==> config.mk <==
export PLATFORM = sky130hd
export DESIGN_NAME = gpdf_dist
export DESIGN_NICKNAME = d
export VERILOG_FILES = /design/src/rtl/assert_macros.svh /design/src/rtl/gpdf_pkg.sv /design/src/rtl/gpdf_dist.sv
export SDC_FILE = /design/constraint.sdc
export NUM_CORES = 2
export LEC_CHECK = 0
export BUFFER_PORTS_ARGS = -buffer_cell sky130_fd_sc_hd__buf_2
export CAP_MARGIN = 20
export CORE_MARGIN = 10
export CORE_UTILIZATION = 35
export DETAILED_ROUTE_END_ITERATION = 10
export PLACE_DENSITY_LB_ADDON = 0.2
export SETUP_SLACK_MARGIN = 0.05
export SYNTH_ARGS = -nofsm -noshare
export SYNTH_HDL_FRONTEND = slang
export SYNTH_SLANG_ARGS = --single-unit
==> constraint.sdc <==
create_clock -name vclk -period 35.1
set_input_delay 8.775 -clock vclk [all_inputs]
set_output_delay 8.775 -clock vclk [all_outputs]
set_load 0.01 [all_outputs]
==> src/rtl/assert_macros.svh <==
`ifndef ASSERT_MACROS_SVH
`define ASSERT_MACROS_SVH

// Clocked assertion, held off while reset is asserted
`define ASSERT_CLK(lbl, prop, msg) \
  lbl: assert property (@(posedge clk_i) disable iff (!rst_ni) (prop)) else $error(msg);

// Clocked assertion that also holds during reset
`define ASSERT_ALWAYS(lbl, prop, msg) \
  lbl: assert property (@(posedge clk_i) (prop)) else $error(msg);

`endif

==> src/rtl/gpdf_pkg.sv <==
`timescale 1ns / 1ps

package gpdf_pkg;

  // Store sizing
  localparam int MaxPalettes = 128;
  localparam int AddrW       = (MaxPalettes > 1) ? $clog2(MaxPalettes) : 1;
  localparam int CountW      = $clog2(MaxPalettes + 1);

  // Field widths
  localparam int ColorW   = 24;
  localparam int ChanW    = 8;
  localparam int DistW    = 13;
  localparam int InDataW  = 4 * ColorW;
  localparam int OutDataW = 24;

  localparam logic [DistW-1:0] DistEmpty = 13'd8191;
  localparam logic [DistW-1:0] ThrReset  = 13'd75;

  // RGB to YCbCr coefficients, 16-bit fixed point
  localparam int YR      = 19595;
  localparam int YG      = 38470;
  localparam int YB      = 7471;
  localparam int YRound  = 32767;
  localparam int CbR     = 11059;
  localparam int CbG     = 21709;
  localparam int CbB     = 32767;
  localparam int CrR     = 32767;
  localparam int CrG     = 27439;
  localparam int CrB     = 5329;
  // rounding plus the 128 chroma offset, keeps the sums positive
  localparam int ChrBias = 32768 + 8388608;

  typedef struct packed {
    logic [ChanW-1:0] y;
    logic [ChanW-1:0] cb;
    logic [ChanW-1:0] cr;
  } ycc_t;

  typedef ycc_t [3:0] pal_t;

  typedef enum logic [3:0] {
    S_IDLE   = 4'b0001,
    S_CONV   = 4'b0010,
    S_SCAN   = 4'b0100,
    S_DECIDE = 4'b1000
  } state_e;

endpackage

==> src/rtl/gpdf_dist.sv <==
`timescale 1ns / 1ps

// Palette distance: 16 color distances, min per candidate color, sum of mins
module gpdf_dist (
  input  gpdf_pkg::pal_t                cand_i,
  input  gpdf_pkg::pal_t                stored_i,
  output logic [gpdf_pkg::DistW-1:0]    sum_o
);
  import gpdf_pkg::*;

  localparam int CDistW = 11;  // 4*255 + 255 + 255 = 1530

  function automatic logic [ChanW-1:0] abs_diff(logic [ChanW-1:0] a, logic [ChanW-1:0] b);
    abs_diff = (a > b) ? (a - b) : (b - a);
  endfunction

  function automatic logic [CDistW-1:0] color_dist(ycc_t a, ycc_t b);
    color_dist = {1'b0, abs_diff(a.y, b.y), 2'b00}
               + CDistW'(abs_diff(a.cb, b.cb))
               + CDistW'(abs_diff(a.cr, b.cr));
  endfunction

  logic [CDistW-1:0] d    [4][4];
  logic [CDistW-1:0] mn   [4];

  // Distance grid and per-candidate minimum
  always_comb begin
    for (int i = 0; i < 4; i++) begin
      for (int j = 0; j < 4; j++) begin
        d[i][j] = color_dist(cand_i[i], stored_i[j]);
      end
      mn[i] = d[i][0];
      for (int j = 1; j < 4; j++) begin
        if (d[i][j] < mn[i]) begin
          mn[i] = d[i][j];
        end
      end
    end
  end

  assign sum_o = DistW'(mn[0]) + DistW'(mn[1]) + DistW'(mn[2]) + DistW'(mn[3]);

endmodule

==> metrics <==
Worst Setup End Kind=output pin; setup slack at placement=2.22 ns; Max-Cap Viols=0; post-route DRC violation count=0; Area growth syn-to-layout=6.87%; Post-Synth Simple-Gate Area=9.05%; outcome=completed; Site Rows=123; layout cells sized above 1=6.77%; vias in the first global route=34643; Cells after DPL=6436; WP data arrival=24.11 ns; CTS Hold Bufs=0; Crit Path Max Fanout=18; final setup violation count=0; largest net degree at the start of global routing=20; # IOs=205; First-pass DRT Iterations=6; worst hold path class=input pin to output pin; minimum clock period=32.89 ns; GRT Total Usage=26.6%; routed via count=36360; port buffer count=205; Post-Syn Area per Cell=8.23 um^2; CP max stage delay=0.84 ns; die width=356 um; Yosys top cell area share=31.8%; grt total ovfl=0; Compound-Gate Fraction of Synth Area=21.3%; Post-CTS Setup Bufs=0; commonest cells after routing, fill and taps aside=ha_1, inv_1, a21oi_1; drt wl/cell=27.3 um; Yosys cell types=73; register area share after synthesis=0%; Rel. slew slack=32.3%; setup TNS=0 ns; Hold Fails Final Rpt=0; crit path kind=input pin to output pin; DIE HEIGHT=356 um; Post-Synth XOR/XNOR Area=9.18%; core area=112000 um^2; Crit-path slowest cell=mux2i_1; GPL Wtd Cong=0.993; largest family of logic cells by synthesized area=adder cells; Slew @ Worst Pin=1.02 ns; mux cell area share after synthesis=8.98%; most common cell after layout, fill and taps aside=ha_1; Max Slew Vio Count=0; Final Cycle Share=93.7%; f_max=30.4 MHz; dominant cell type by area after synthesis=ha_1; FFs & Latches=0; Fill cells=11822; Detailed Route Iter0 Violations=3622; vias per cell=5.64; Syn Inst Count=4789; Syn. warnings=0; register area=0 um^2; Final HPWL DP=156 mm; drt total wl=176 mm; Setup crit start kind=input pin; critical path's top delay family=compound AO/OA/AOI/OAI gates; Synth area leaders=ha_1, fa_1, inv_1; number of clock buffers in the layout=0; first-pass GRT wire length=247 mm; Finished Layout Cells=6450; initial antenna violation count=29; Die ar.=126000 um^2; worst setup margin=2.21 ns; Initial Util=35.1%; nets=6363; Final ANT Viol Nets=0; Core Util, Final=37.5%; unrepaired setup endpoints after global routing=no; Worst path most repeated cell=a21oi_1; Net Count, Synth=6213; CP bufs+invs=7; Post-Synth Adder-Cell Area=43.6%; CP required=26.32 ns; Post-Syn Area=39400 um^2; PostCTS Resize Cnt=0
stage by stage:
| stage | hold slack, ns | cell area (um^2) |
|---|---|---|
| 3_3_place_gp | 18.85 | 42100 |
| 6_report | 18.86 | 42100 |
| 3_5_place_dp | 18.84 | 42100 |
| 2_1_floorplan | 18.22 | 39400 |
| 5_1_grt | 18.88 | 42100 |
| 4_1_cts | 18.85 | 42100 |
worst min-delay path, cell delays in order:
cell and delay [ns]:
buf_2 0.22, ha_1 0.39, inv_1 0.07, ha_1 0.17, mux2_2 0.16, ha_1 0.14
buf_2 0.13
synth_stat cells (all sizes together), types with 6 or more instances:
cell type and n:
ha 1002, inv 745, a21oi 420, xnor2 275, mux2i 235, fa 230, a21o 225, nand2 223
o21ai 197, nor2b 167, xor2 132, nor2 114, nand4 113, mux2 105, o21bai 95, a211oi 71
a221oi 61, o21a 48, a221o 46, nand2b 42, clkbuf 33, o22ai 32, buf 31, o22a 28
a211o 15, nand3 11, nor3 9, and2 7, a31oi 6, maj3 6, o211ai 6
logic make-up (layout without fill, tap and decap cells):
group           Yosys count  after routing
compound gates         1289           1289
xor+xnor                409            409
fa+ha+maj              1238           1238
buf+inv                 809            957
mux                     340            340
other cells               0             13
simple gates            704            704
per-layer routing:
metal / wire, um / global-route usage [%] / up-vias
li1: - / - / 17017
met1: 82700 / 38.3 / 17517
met2: 72500 / 39.9 / 1498
met3: 12900 / 3.25 / 312
met4: 8220 / 9.99 / 16
met5: 101 / 0 / -
path summary, 6_finish.rpt:
path,from,end,slack [ns],cells past startpoint
max,stored_i[1],sum_o[12],2.21,60
min,stored_i[80],sum_o[0],18.86,7
layout make-up:
class	instances	area (um^2)	area share, %
Antenna cell	13	32.5	0.0772
Inverter	745	2800	6.64
Multi-Input combinational cell	3980	36300	86.3
Tap cell	1500	1880	4.46
Timing Repair Buffer	212	1080	2.56
Power is left out: the tool's default activity adds up to more than one toggle a clock period on the data nets, which glitch-free logic cannot reach.
