--- src/rtl/assert_macros.svh ---
`ifndef ASSERT_MACROS_SVH
`define ASSERT_MACROS_SVH

// Clocked assertion, held off while reset is asserted
`define ASSERT_CLK(lbl, prop, msg) \
  lbl: assert property (@(posedge clk_i) disable iff (!rst_ni) (prop)) else $error(msg);

// Clocked assertion that also holds during reset
`define ASSERT_ALWAYS(lbl, prop, msg) \
  lbl: assert property (@(posedge clk_i) (prop)) else $error(msg);

`endif

--- src/rtl/gpdf_pkg.sv ---
`timescale 1ns / 1ps

package gpdf_pkg;

  // Store sizing
  localparam int MaxPalettes = 128;
  localparam int AddrW       = (MaxPalettes > 1) ? $clog2(MaxPalettes) : 1;
  localparam int CountW      = $clog2(MaxPalettes + 1);

  // Field widths
  localparam int ColorW   = 24;
  localparam int ChanW    = 8;
  localparam int DistW    = 13;
  localparam int InDataW  = 4 * ColorW;
  localparam int OutDataW = 24;

  localparam logic [DistW-1:0] DistEmpty = 13'd8191;
  localparam logic [DistW-1:0] ThrReset  = 13'd75;

  // RGB to YCbCr coefficients, 16-bit fixed point
  localparam int YR      = 19595;
  localparam int YG      = 38470;
  localparam int YB      = 7471;
  localparam int YRound  = 32767;
  localparam int CbR     = 11059;
  localparam int CbG     = 21709;
  localparam int CbB     = 32767;
  localparam int CrR     = 32767;
  localparam int CrG     = 27439;
  localparam int CrB     = 5329;
  // rounding plus the 128 chroma offset, keeps the sums positive
  localparam int ChrBias = 32768 + 8388608;

  typedef struct packed {
    logic [ChanW-1:0] y;
    logic [ChanW-1:0] cb;
    logic [ChanW-1:0] cr;
  } ycc_t;

  typedef ycc_t [3:0] pal_t;

  typedef enum logic [3:0] {
    S_IDLE   = 4'b0001,
    S_CONV   = 4'b0010,
    S_SCAN   = 4'b0100,
    S_DECIDE = 4'b1000
  } state_e;

endpackage

--- src/rtl/gpdf_ycc.sv ---
`timescale 1ns / 1ps

// Shared color converter: one RGB color in, registered YCbCr out
module gpdf_ycc (
  input  logic                  clk_i,
  input  logic [23:0]           rgb_i,
  output gpdf_pkg::ycc_t        ycc_o
);
  import gpdf_pkg::*;

  logic [24:0] r, g, b;
  logic [24:0] y_sum, cb_sum, cr_sum;
  ycc_t        ycc_q;

  assign r = 25'(rgb_i[23:16]);
  assign g = 25'(rgb_i[15:8]);
  assign b = 25'(rgb_i[7:0]);

  // True sums stay in 0..2^24-1, so 25-bit wraparound is harmless
  always_comb begin
    y_sum  = r * 25'(YR) + g * 25'(YG) + b * 25'(YB) + 25'(YRound);
    cb_sum = b * 25'(CbB) + 25'(ChrBias) - r * 25'(CbR) - g * 25'(CbG);
    cr_sum = r * 25'(CrR) + 25'(ChrBias) - g * 25'(CrG) - b * 25'(CrB);
  end

  always_ff @(posedge clk_i) begin
    ycc_q.y  <= y_sum[23:16];
    ycc_q.cb <= cb_sum[23:16];
    ycc_q.cr <= cr_sum[23:16];
  end

  assign ycc_o = ycc_q;

endmodule

--- config.mk ---
export PLATFORM = sky130hd
export DESIGN_NAME = gpdf_ycc
export DESIGN_NICKNAME = d
export VERILOG_FILES = /design/src/rtl/assert_macros.svh /design/src/rtl/gpdf_pkg.sv /design/src/rtl/gpdf_ycc.sv
export SDC_FILE = /design/constraint.sdc
export NUM_CORES = 1
export LEC_CHECK = 0
export BUFFER_PORTS_ARGS = -buffer_cell sky130_fd_sc_hd__buf_2
export CAP_MARGIN = 25
export CELL_PAD_IN_SITES_DETAIL_PLACEMENT = 2
export CELL_PAD_IN_SITES_GLOBAL_PLACEMENT = 2
export CORE_AREA = 2 2 150 299
export CTS_BUF_LIST = sky130_fd_sc_hd__clkbuf_16
export CTS_CLUSTER_SIZE = 24
export DETAILED_ROUTE_END_ITERATION = 8
export DIE_AREA = 0 0 152 301
export PLACE_DENSITY = 0.89
export SLEW_MARGIN = 20
export SYNTH_ARGS = -nofsm -noshare
export SYNTH_HDL_FRONTEND = slang
export SYNTH_SLANG_ARGS = --single-unit
--- constraint.sdc ---
create_clock -name clk_i -period 10.36 [get_ports clk_i]
set_input_delay 1.554 -clock clk_i [delete_from_list [all_inputs] [get_ports clk_i]]
set_output_delay 1.554 -clock clk_i [all_outputs]
set_load 0.05 [all_outputs]
==> impl_metrics.yaml <==
min_path:
  hold_class: "in2reg"
clocking:
  cts_max_path_buffers: 2
  ctsRootBufferMaster: "clkbuf_16"
  ctsResizeCount: 0
  cts_hold_buf: 0
  cts_htree_levels: 1
  cts.sinks: 24
  cts.clk_slew.worst_paths_ns: 0.09
  cts_tree: "built"
  cts_buffers: 3
  cts_setup_buffers: 0
die:
  dieHeight_um: 301
  start_util_pct: 43.62
  pin_count: 49
  core_mm2: 0.04338
  die_area_mm2: 0.04575
  chipWidth_um: 152
  rows: 108
setup_path:
  path_max_fanout: 10
  start_kind: "primary input"
  crit_arrival_ns: 9.58
  crit_type: "in2reg"
  cp.required_ns: 10.56
  end_kind: "flop"
place:
  dpl.hpwl_um: 67790
  pre_cts_ws_ns: 0.7284
  portBuffers: 48
  gp_congestion: 1.032
synthesis:
  synth_fp_nets: 2703
  synth_ff_type: "dfxtp_1"
  synth-seq-cells: 24
  yosysTopAreaCellShare_pct: 48.46
  synth.yosys.seq_area_share_pct: 2.539
  synthCells: 1844
  async_flop_share_pct: 0
  synth.largest_area_cell: "fa_1"
  synth_cell_types: 53
  yosysWarningCount: 0
  synth_edf_count: 0
  syn_avg_cell_area_um2: 10.26
  synth_area_mm2: 0.01892
  synthTopCellsByArea: "fa_1 48%, ha_1 25%, inv_1 13%"
final_layout:
  layout-drive-gt1-share_pct: 3.927
  nets: 2770
  area_growth_pct: 6.031
  largest_reg_flops: 24
drt:
  ant_nets: 0
  finalWirelength_um: 75260
  drtIter0Drc: 545
  via_count: 13470
  drtPass1Iterations: 4
  viasPerCell: 5.472
  wl_per_cell_um: 30.58
  drc: 0
timing:
  maxSlewViolCount: 0
  max_freq_mhz: 106.6
  period_minus_slack_ns: 9.385
  post-route-period-util_pct: 90.59
  fin_setup_tns_ns: 0
  maxSlewHeadroom_pct: 41.84
  setup_violations: 0
  grt_setup_unrepaired: "no"
  hold_viol_final: 0
  setup_ws_ns: 0.9749
  worstMarginPinSlew_ns: 0.8650
global_route:
  antenna_found_initial: 0
  grt_pass1_vias: 17610
  grt_max_degree: 22
  grt_first_pass_wirelength_um: 111300
  gr-usage-all-layers_pct: 34.11
  overflow: 0
run:
  cap_viol_max_count: 0
outcome:
  outcome: "finished, final reports clean"
==> metrics by stage <==
stage | hold WS (ns) | instances | utilization, % | cell area (um2)
floorplan | 1.874 | 1844 | - | 18920
global placement | 2.023 | 2456 | 46.01 | 19960
detailed placement | 2.027 | 2456 | 46.01 | 19960
CTS | 2.295 | 2460 | 46.25 | 20060
global route | 2.348 | 2460 | 46.25 | 20060
finish | 2.289 | 2461 | 46.25 | 20060
==> synth_stat cells, types with 8 or more instances <==
library cell    n
a211oi_1        8
a21o_1         29
a21oi_1        41
a31oi_1        11
dfxtp_1        24
fa_1          458
ha_1          376
inv_1         680
nand2_1        30
nand3_1        10
nand4_1         8
nor2_1         32
o21ai_0        16
xnor2_1        42
xor2_1         16
==> placed cells by master, fill, tap and decap left out, types with 2 or more instances in the layout <==
cell type	instances
a211oi_1	8
a21bo_2	2
a21o_1	29
a21oi_1	41
a221o_1	2
a221oi_1	2
a221oi_2	2
a311o_1	2
a31oi_1	11
a41oi_1	2
and3_1	5
and4_1	4
buf_2	48
buf_4	14
clkbuf_16	3
dfxtp_1	24
fa_1	458
ha_1	376
inv_1	680
mux2i_1	3
nand2_1	30
nand2b_1	2
nand3_1	10
nand4_1	8
nor2_1	32
nor3_1	3
o21a_1	5
o21ai_0	16
o21bai_1	4
xnor2_1	42
xor2_1	16
==> worst paths after layout <==
path / start / endpoint / cells past startpoint
setup / recovery: rgb_i[8] / ycc_o[23]$_DFF_P_ / 28
hold / removal: rgb_i[15] / ycc_o[7]$_DFF_P_ / 6
==> critical path: stages <==
cell and delay, ns:
buf_2 0.11, inv_1 0.60, ha_1 0.54, inv_1 0.21, fa_1 0.47, fa_1 0.53
inv_1 0.05, ha_1 0.40, nand3_1 0.22, o21ai_0 0.24, a21oi_1 0.11, xnor2_1 0.27
ha_1 0.22, inv_1 0.06, fa_1 0.51, inv_1 0.07, fa_1 0.53, inv_1 0.06
fa_1 0.53, inv_1 0.06, fa_1 0.43, ha_1 0.33, a21o_1 0.20, a221o_1 0.38
o31a_1 0.36, a221oi_2 0.27, xnor2_1 0.18, xnor2_1 0.08
==> area by class of cell <==
type / count / area (um2)
Fill cell: 4580 / 23310
Multi-Input combinational cell: 1140 / 15890
Inverter: 680 / 2552
Tap cell: 550 / 688.2
Sequential cell: 24 / 480.5
Timing Repair Buffer: 62 / 345.3
Clock buffer: 3 / 75.07
Clock inverter: 1 / 30.03
Antenna cell: 1 / 2.502
==> layer usage <==
metal  up-vias  part of all wire (%)  GRT usage [%]
met2       466                    54          64.46
met3       356                   3.7          5.037
li1       5571                     -              -
met1      7074                    29          29.19
met5         -                     0              0
met4         0                    13          34.91
==> cells by family (layout without fill, tap and decap cells) <==
group | after synthesis | after routing | synth area share [%]
muxes | 4 | 4 | 0.2182
xor gates and xnor gates | 58 | 58 | 2.685
adders and majority gates | 834 | 834 | 73.32
buffers and inverters | 680 | 746 | 13.49
DFF | 24 | 24 | 2.539
other | 1 | 2 | 0.01982
and+or+nand+nor | 101 | 101 | 2.552
AOI/OAI and AO/OA | 142 | 142 | 5.178
Power is not shown: default switching activity piles up to over one toggle a cycle in this logic, so the estimate is an artifact.
